$ cat src/rtl/sgen_pkg.sv
// ----------------------------------------------------------------------------
// sgen_pkg
// Shared types, constants and the cosine table builder for the two-channel
// sine sample generator.
// ----------------------------------------------------------------------------
package sgen_pkg;

	// window and table geometry (both powers of two)
	localparam int WINDOW_DEPTH      = 1024;
	localparam int WIN_AW            = $clog2(WINDOW_DEPTH);
	localparam int FILL_W            = WIN_AW + 1;
	localparam int COS_TABLE_ENTRIES = 1024;
	localparam int COS_AW            = $clog2(COS_TABLE_ENTRIES);

	localparam int RIDX_W = 10;
	localparam int SUM_W  = ((WIN_AW > RIDX_W) ? WIN_AW : RIDX_W) + 1;

	// arithmetic widths
	localparam int RMS_W  = 26;
	localparam int SQ_W   = 31;
	localparam int PP_W   = RMS_W + SQ_W;
	localparam int AMP_W  = 27;
	localparam int MAG_W  = 31;
	localparam int PROD_W = AMP_W + MAG_W;
	localparam int TICK_W = 8;
	localparam int DIV_W  = 9;
	localparam int DIV_MAX = 256;

	localparam logic [SQ_W-1:0] SQRT2_Q30 = 31'd1518500250;

	// configuration port
	localparam int ADDR_W = 5;
	localparam logic [2:0] REG_PHASE_STEP   = 3'd0;
	localparam logic [2:0] REG_PHASE_OFFSET = 3'd1;
	localparam logic [2:0] REG_VOLTAGE_RMS  = 3'd2;
	localparam logic [2:0] REG_CURRENT_RMS  = 3'd3;
	localparam logic [2:0] REG_TICK_DIVIDE  = 3'd4;
	localparam logic [DIV_W-1:0] TICK_DIVIDE_RST = 9'd11;

	// item codes
	localparam logic OP_TICK     = 1'b0;
	localparam logic OP_READ     = 1'b1;
	localparam logic KIND_SAMPLE = 1'b0;
	localparam logic KIND_READ   = 1'b1;

	typedef struct packed {
		logic              opcode;
		logic [RIDX_W-1:0] read_index;
	} req_t;

	typedef struct packed {
		logic               result_kind;
		logic signed [31:0] voltage_sample;
		logic signed [31:0] current_sample;
	} rsp_t;

	typedef struct packed {
		logic [31:0]      phase_step;
		logic [15:0]      phase_offset;
		logic [AMP_W-1:0] voltage_amp;
		logic [AMP_W-1:0] current_amp;
		logic [DIV_W-1:0] tick_divide;
	} cfg_t;

	typedef struct packed {
		logic [31:0] voltage;
		logic [31:0] current;
	} win_word_t;

	typedef logic signed [31:0] cos_rom_t [COS_TABLE_ENTRIES];

	// fixed-point cosine, elaboration only
	localparam logic [63:0] Q30_ONE    = 64'd1073741824;
	localparam logic [63:0] TWO_PI_Q30 = 64'd6746518852;

	function automatic logic [63:0] poly_cos(input logic [63:0] f);
		logic [63:0] r;
		logic [63:0] s;
		logic [63:0] t;
		r = (f * TWO_PI_Q30) >> 32;
		s = (r * r) >> 30;
		t = Q30_ONE - s / 90;
		t = Q30_ONE - ((s * t) >> 30) / 56;
		t = Q30_ONE - ((s * t) >> 30) / 30;
		t = Q30_ONE - ((s * t) >> 30) / 12;
		t = Q30_ONE - ((s * t) >> 30) / 2;
		return t;
	endfunction

	function automatic logic [63:0] poly_sin(input logic [63:0] f);
		logic [63:0] r;
		logic [63:0] s;
		logic [63:0] t;
		r = (f * TWO_PI_Q30) >> 32;
		s = (r * r) >> 30;
		t = Q30_ONE - s / 110;
		t = Q30_ONE - ((s * t) >> 30) / 72;
		t = Q30_ONE - ((s * t) >> 30) / 42;
		t = Q30_ONE - ((s * t) >> 30) / 20;
		t = Q30_ONE - ((s * t) >> 30) / 6;
		return (r * t) >> 30;
	endfunction

	function automatic logic [63:0] quarter_cos(input logic [63:0] f);
		return (f <= 64'd536870912) ? poly_cos(f) : poly_sin(64'd1073741824 - f);
	endfunction

	function automatic logic [63:0] quarter_sin(input logic [63:0] f);
		return (f <= 64'd536870912) ? poly_sin(f) : poly_cos(64'd1073741824 - f);
	endfunction

	function automatic logic signed [31:0] full_cos(input logic [31:0] ph);
		logic [63:0] f;
		logic [63:0] v;
		logic        neg;
		f = {34'd0, ph[29:0]};
		case (ph[31:30])
			2'd0: begin
				v = quarter_cos(f);
				neg = 1'b0;
			end
			2'd1: begin
				v = quarter_sin(f);
				neg = 1'b1;
			end
			2'd2: begin
				v = quarter_cos(f);
				neg = 1'b1;
			end
			default: begin
				v = quarter_sin(f);
				neg = 1'b0;
			end
		endcase
		return neg ? -$signed(v[31:0]) : $signed(v[31:0]);
	endfunction

	function automatic cos_rom_t build_cos_rom();
		cos_rom_t    rom;
		logic [31:0] ph;
		for (int k = 0; k < COS_TABLE_ENTRIES; k++) begin
			ph = 32'(k) << (32 - COS_AW);
			rom[k] = full_cos(ph);
		end
		return rom;
	endfunction

endpackage

$ cat src/rtl/sgen_regs.sv
// ----------------------------------------------------------------------------
// sgen_regs
// Configuration registers on the APB port, with the RMS to peak amplitude
// scaling kept up to date behind them.
// ----------------------------------------------------------------------------
module sgen_regs (
	input  logic                          clk,
	input  logic                          arst_n,
	input  logic                          psel,
	input  logic                          penable,
	input  logic                          pwrite,
	input  logic [sgen_pkg::ADDR_W-1:0]   paddr,
	input  logic [31:0]                   pwdata,
	output logic [31:0]                   prdata,
	output logic                          pready,
	output sgen_pkg::cfg_t                cfg
);

	logic [31:0]                   phase_step_q;
	logic [15:0]                   phase_offset_q;
	logic [sgen_pkg::RMS_W-1:0]    voltage_rms_q;
	logic [sgen_pkg::RMS_W-1:0]    current_rms_q;
	logic [sgen_pkg::DIV_W-1:0]    tick_divide_q;
	logic [sgen_pkg::PP_W-1:0]     pp_v_q;
	logic [sgen_pkg::PP_W-1:0]     pp_c_q;
	logic [sgen_pkg::AMP_W-1:0]    amp_v_q;
	logic [sgen_pkg::AMP_W-1:0]    amp_c_q;
	logic [2:0]                    reg_idx;
	logic                          wr_en;

	assign pready  = 1'b1;
	assign reg_idx = paddr[4:2];
	assign wr_en   = psel && penable && pwrite && pready;

	always_ff @(posedge clk or negedge arst_n) begin
		if (!arst_n) begin
			phase_step_q   <= '0;
			phase_offset_q <= '0;
			voltage_rms_q  <= '0;
			current_rms_q  <= '0;
			tick_divide_q  <= sgen_pkg::TICK_DIVIDE_RST;
		end else if (wr_en) begin
			unique case (reg_idx)
				sgen_pkg::REG_PHASE_STEP:   phase_step_q   <= pwdata;
				sgen_pkg::REG_PHASE_OFFSET: phase_offset_q <= pwdata[15:0];
				sgen_pkg::REG_VOLTAGE_RMS:  voltage_rms_q  <= pwdata[sgen_pkg::RMS_W-1:0];
				sgen_pkg::REG_CURRENT_RMS:  current_rms_q  <= pwdata[sgen_pkg::RMS_W-1:0];
				sgen_pkg::REG_TICK_DIVIDE:  tick_divide_q  <= pwdata[sgen_pkg::DIV_W-1:0];
				default: ;
			endcase
		end
	end

	// amp = round(rms * sqrt2), registered through pp_*_q and then amp_*_q after a write
	always_ff @(posedge clk or negedge arst_n) begin
		if (!arst_n) begin
			pp_v_q  <= '0;
			pp_c_q  <= '0;
			amp_v_q <= '0;
			amp_c_q <= '0;
		end else begin
			pp_v_q  <= sgen_pkg::PP_W'(voltage_rms_q) * sgen_pkg::PP_W'(sgen_pkg::SQRT2_Q30);
			pp_c_q  <= sgen_pkg::PP_W'(current_rms_q) * sgen_pkg::PP_W'(sgen_pkg::SQRT2_Q30);
			amp_v_q <= sgen_pkg::AMP_W'((pp_v_q + sgen_pkg::PP_W'(1 << 29)) >> 30);
			amp_c_q <= sgen_pkg::AMP_W'((pp_c_q + sgen_pkg::PP_W'(1 << 29)) >> 30);
		end
	end

	always_comb begin
		unique case (reg_idx)
			sgen_pkg::REG_PHASE_STEP:   prdata = phase_step_q;
			sgen_pkg::REG_PHASE_OFFSET: prdata = 32'(phase_offset_q);
			sgen_pkg::REG_VOLTAGE_RMS:  prdata = 32'(voltage_rms_q);
			sgen_pkg::REG_CURRENT_RMS:  prdata = 32'(current_rms_q);
			sgen_pkg::REG_TICK_DIVIDE:  prdata = 32'(tick_divide_q);
			default:                    prdata = '0;
		endcase
	end

	assign cfg.phase_step   = phase_step_q;
	assign cfg.phase_offset = phase_offset_q;
	assign cfg.voltage_amp  = amp_v_q;
	assign cfg.current_amp  = amp_c_q;
	assign cfg.tick_divide  = tick_divide_q;

endmodule

$ cat config.mk
export PLATFORM = sky130hd
export DESIGN_NAME = sgen_regs
export DESIGN_NICKNAME = d
export VERILOG_FILES = /design/src/rtl/sgen_pkg.sv /design/src/rtl/sgen_regs.sv
export SDC_FILE = /design/constraint.sdc
export NUM_CORES = 2
export LEC_CHECK = 0
export BUFFER_PORTS_ARGS = -buffer_cell sky130_fd_sc_hd__buf_4
export CAP_MARGIN = 20
export CELL_PAD_IN_SITES_DETAIL_PLACEMENT = 1
export CELL_PAD_IN_SITES_GLOBAL_PLACEMENT = 1
export CORE_UTILIZATION = 46
export CTS_CLUSTER_DIAMETER = 60
export DETAILED_ROUTE_END_ITERATION = 8
export HOLD_SLACK_MARGIN = 0.1
export PLACE_DENSITY = 0.89
export SLEW_MARGIN = 30
export SYNTH_ARGS = -nofsm -noshare
export SYNTH_HDL_FRONTEND = slang
export SYNTH_SLANG_ARGS = --single-unit
export TNS_END_PERCENT = 10
$ cat constraint.sdc
create_clock -name clk -period 5.65 [get_ports clk]
set_input_delay 0.8475 -clock clk [delete_from_list [all_inputs] [get_ports clk]]
set_output_delay 0.8475 -clock clk [all_outputs]
set_load 0.05 [all_outputs]
# Word level (Yosys, flattened, before mapping)
# Index checks and enable logic that the tools add are counted.
word_totals:
  out_inout_bits: 144
  mem_count: 0
  latch_bits: 0
  input_bits: 42
  regBits: 275
  elab_cells: 26
  mem_bits_rw: 0
  rom_bits: 0
classes:
  shift: 0
  magnitude_cmp: 0
  div: 0
  n_eq_ne: 4
  n_reduce_logical: 8
  mul: 2
  bitwise_logic: 0
  add_sub_neg: 2
  mux: 1
ops:
  columns: ["cell", "n"]
  rows:
  - ["$pmux 32 s5", 1]
  - ["$add 57x30->57 const B", 2]
  - ["$mul 26x30->56 const B", 2]
  - ["$reduce_and 2->1", 5]
  - ["$eq 3x2->1 const B", 2]
  - ["$eq 3x1->1 const B", 1]
  - ["$eq 3x3->1 const B", 1]
  - ["$logic_not 3->1", 1]
  - ["$logic_and 1x1->1", 2]

# Logic depth before layout (Yosys ltp)
logic_depth:
  depth_word: 3
  depth_mapped: 26
  mapped_depth_nobuf: 25

# Worst setup path before layout
# OpenSTA, ideal clock, no wires.
synth_timing:
  path_type: "register to register"
  start: "register current_rms_q[5] (netlist name)"
  end: "register pp_c_q[53] (netlist name)"
  slack_ps: -624
  period_less_slack_ps: 6274
  t_required_ps: 5527
  path_buffers: 0
  path_stages_with_launch: 24
  t_arrival_ps: 6151
  setup_time_ps: 123
  path_cell_list: "dfrtp_1 fa_1 inv_1 fa_1 inv_1 fa_1 inv_1 fa_1 fa_1 inv_1 fa_1 inv_1 fa_1 inv_1 ha_1 and3_4 nand3_1 nand4b_1 a31oi_1 nor3_1 o41ai_2 a31o_2 a21oi_1 xnor2_1"
synth_via:
  elab_chain_len: 1
synth_rtl:
  columns: ["element", "line", "source"]
  rows:
  - ["start: declaration", "sgen_regs.sv:22", "logic [sgen_pkg::RMS_W-1:0] current_rms_q;"]
  - ["start signal: assignment", "sgen_regs.sv:47", "sgen_pkg::REG_CURRENT_RMS: current_rms_q <= pwdata[sgen_pkg::RMS_W-1:0];"]
  - ["$mul 26x30->56", "sgen_regs.sv:63", "pp_c_q <= sgen_pkg::PP_W'(current_rms_q) * sgen_pkg::PP_W'(sgen_pkg::SQRT2_Q30);"]
  - ["end signal: assignment", "sgen_regs.sv:63", null]
  - ["end: declaration", "sgen_regs.sv:25", "logic [sgen_pkg::PP_W-1:0] pp_c_q;"]
# Every way passes these cells.
# A chain may end at the register's enable or synchronous reset.

# Worst setup path after layout
layout_timing:
  start: "register voltage_rms_q[18] (netlist name)"
  end: "register pp_v_q[56] (netlist name)"
layout_via:
  elab_chain_len: 1
layout_rtl:
  columns: ["element", "line", "source"]
  rows:
  - ["start: declaration", "sgen_regs.sv:21", "logic [sgen_pkg::RMS_W-1:0] voltage_rms_q;"]
  - ["start signal: assignment", "sgen_regs.sv:46", "sgen_pkg::REG_VOLTAGE_RMS: voltage_rms_q <= pwdata[sgen_pkg::RMS_W-1:0];"]
  - ["$mul 26x30->56", "sgen_regs.sv:62", "pp_v_q <= sgen_pkg::PP_W'(voltage_rms_q) * sgen_pkg::PP_W'(sgen_pkg::SQRT2_Q30);"]
  - ["end signal: assignment", "sgen_regs.sv:62", null]
  - ["end: declaration", "sgen_regs.sv:24", "logic [sgen_pkg::PP_W-1:0] pp_v_q;"]
# Every way passes these cells.

==> qor.yml <==
drv_slew: 0
path_cells: "fa_1 > fa_1 > inv_1 > fa_1 > inv_1 > fa_1 > fa_1 > fa_1 > inv_1 > fa_1 > inv_1 > ha_1 > buf_4 > nand2_1 > o21ai_0 > a21oi_1 > o21ai_2 > nor3b_4 > a211oi_4 > buf_4 > or2_4 > a211oi_2 > xnor2_1"
io_pins: 186
post-route-drc-count: 0
synthSimpleGateAreaFrac: 0.0530
grt_max_degree: 123
ys_warn_count: 0
cp_common_cell: "fa_1"
cts_tree: "done"
synth_top_family_by_area: "adder cells"
synth_area_mm2: 0.0330
syn_to_final_growth_pct: 25.2
post-dp-hpwl_mm: 101
synth.top_cell.area_share: 0.309
synthAdderAreaFrac: 0.548
max_cap_violations: 0
clk-insertion-delay-late_ns: 0.62
synth_edf_count: 0
io_buffers: 182
drt_iter0_drc: 1889
failed_checks: "negative setup slack"
worst_r2r_path_depth: 23
startpoint: "voltage_rms_q[18]$_DFFE_PN0P_"
fin_setup_tns_ns: -40.66
worst-endpoint-arrival_ns: 7.46
wl_per_cell_um: 28.2
ys_ff_latch: 219
hold_class: "input port to async pin"
synth_most_common_cell: "inv_1"
grt_use_total: 0.351
ant_nets: 0
worstMarginPinSlew_ns: 0.882
multi_input_area_mm2: 0.0251
critPathMaxStageDelay_ns: 0.66
clkSlewWorstSetupHoldPaths_ns: 0.07
cts-root-buf: "clkbuf_16"
grt_pass1_wl_mm: 192
crit_required_ns: 6.15
r2r_start: "voltage_rms_q[18]$_DFFE_PN0P_"
cp-start-kind: "register"
nets: 5014
core_mm2: 0.0705
synth_commonest_cells: "inv_1 (872), ha_1 (630), fa_1 (510)"
synth_nets: 4337
grt.overflow.total: 0
grt_pass1_vias: 31642
fp.dieH_um: 270
ys.flop_type: "dfrtp_1"
critical-path-slowest-cell: "fa_1"
start_util: 0.468
fin_crit_sh: 1.23
htree_levels: 1
skew_ns: 0.0201
gp_congestion: 1.00
place_ws_ns: -1.03
synth_area_leaders: "fa_1 (31%), ha_1 (24%), dfrtp_1 (16%)"
drt-total-wl_mm: 135
synth_area_per_cell_um2: 10.5
crit_type: "register to register"
timing_hold_violations_final: 0
register_area_mm2: 0.00552
via_count: 27471
drt-vias-per-instance: 5.72
cp.buffers_inverters: 6
reg2reg_to: "pp_v_q[56]$_DFF_PN0_"
dieArea_mm2: 0.0728
post-route-util: 0.586
clk_path_buf_depth: 3
fmax_ghz: 0.144
postSynth.asyncResetShare: 1.00
slew_headroom: 0.407
num-fill-cells: 7580
final.setup.worst_slack_ns: -1.31
cts_hold_buf: 0
layout-drive-gt1-share: 0.271
path_delay_family: "adder cells"
first_pass_iters: 5
ys_types: 75
rsz0062_at_grt: "yes"
synth-seq-area-share: 0.166
cp_max_fo: 5
clock_sinks: 219
yosys.area_share.xor_xnor: 0.0316
rows: 97
synth_compound_area_frac: 0.0627
setup_viol: 56
dieWidth_um: 270
r2r_slack_ns: -1.31
cts_made_buffers: 31
fin_crit_ns: 6.96
yosys.area.top_type: "fa_1"
critical_path.endpoint_type: "register"
outcome: "finished, violations left"
antenna_found_initial: 6
muxShareOfSynthArea: 0.0351
synthCells: 3155
[layer usage]
layer / wire (µm) / track usage
met1: 46400 / 0.384
met2: 65800 / 0.616
met5: 32 / 0.00592
met4: 13000 / 0.252
met3: 10000 / 0.0589
[area by class of cell]
type / instances / area share
Multi-Input combinational cell: 2030 / 0.607
Sequential cell: 219 / 0.133
Timing Repair Buffer: 678 / 0.126
Inverter: 872 / 0.0794
Tap cell: 940 / 0.0285
Clock buffer: 42 / 0.0202
Clock inverter: 16 / 0.00557
Antenna cell: 3 / 0.000182
[layout by cell type, fill, tap and decap left out, drive strengths merged, types with 11 or more instances in the layout]
cell type  count
nand2        115
nor2b         13
clkbuf        42
xor2          36
buf          678
dfrtp        216
mux2          87
ha           630
and2          12
and3          15
or2           22
nand3         44
inv          877
a21oi         84
o21ai         86
a211oi        11
nand4         27
nor2          65
xnor2         83
nor3          15
a31oi         12
a22oi         29
fa           510
a21o          40
[how the worst max path moves through the flow]
stage          cells past startpoint              endpoint  slack (ns)
2_1_floorplan                     21  pp_c_q[55]$_DFF_PN0_       -0.30
3_3_place_gp                      21  pp_v_q[49]$_DFF_PN0_       -0.84
3_5_place_dp                      21  pp_v_q[52]$_DFF_PN0_       -1.03
4_1_cts                           20  pp_v_q[54]$_DFF_PN0_       -0.93
5_1_grt                           21  pp_v_q[43]$_DFF_PN0_       -1.41
6_report                          23  pp_v_q[56]$_DFF_PN0_       -1.31
[registers in the layout, summed over array words and instances, names as in the netlist]
name	count
voltage_rms_q	26
amp_c_q	27
pp_v_q	28
current_rms_q	26
pp_c_q	28
phase_offset_q	16
tick_divide_q	9
amp_v_q	27
phase_step_q	32
[cells by family (layout without fill, tap and decap cells)]
group | after synthesis | in the layout
AOI/OAI and AO/OA | 322 | 322
adders and majority gates | 1140 | 1140
xor gates and xnor gates | 119 | 119
other | 1 | 4
and+or+nand+nor | 352 | 352
DFF | 219 | 219
buffers and inverters | 906 | 1608
muxes | 96 | 96
[through the flow]
step / hold WS [ns] / area, µm² / std cells
global route: 0.144 / 41300 / 4797
global placement: 0.433 / 39300 / 4721
CTS: 0.113 / 40900 / 4787
finish: 0.128 / 41300 / 4800
detailed placement: 0.435 / 39300 / 4721
floorplan: 0.424 / 33200 / 3155
[what timing repair did]
action | CTS | global route
buffers inserted | 9 | 10
endpoints found under the setup margin | 56 | 56
gates resized for setup | 114 | 58
pin swaps | 71 | 50
Power is not shown: default switching activity piles up to over one toggle a cycle in this logic, so the estimate is an artifact.
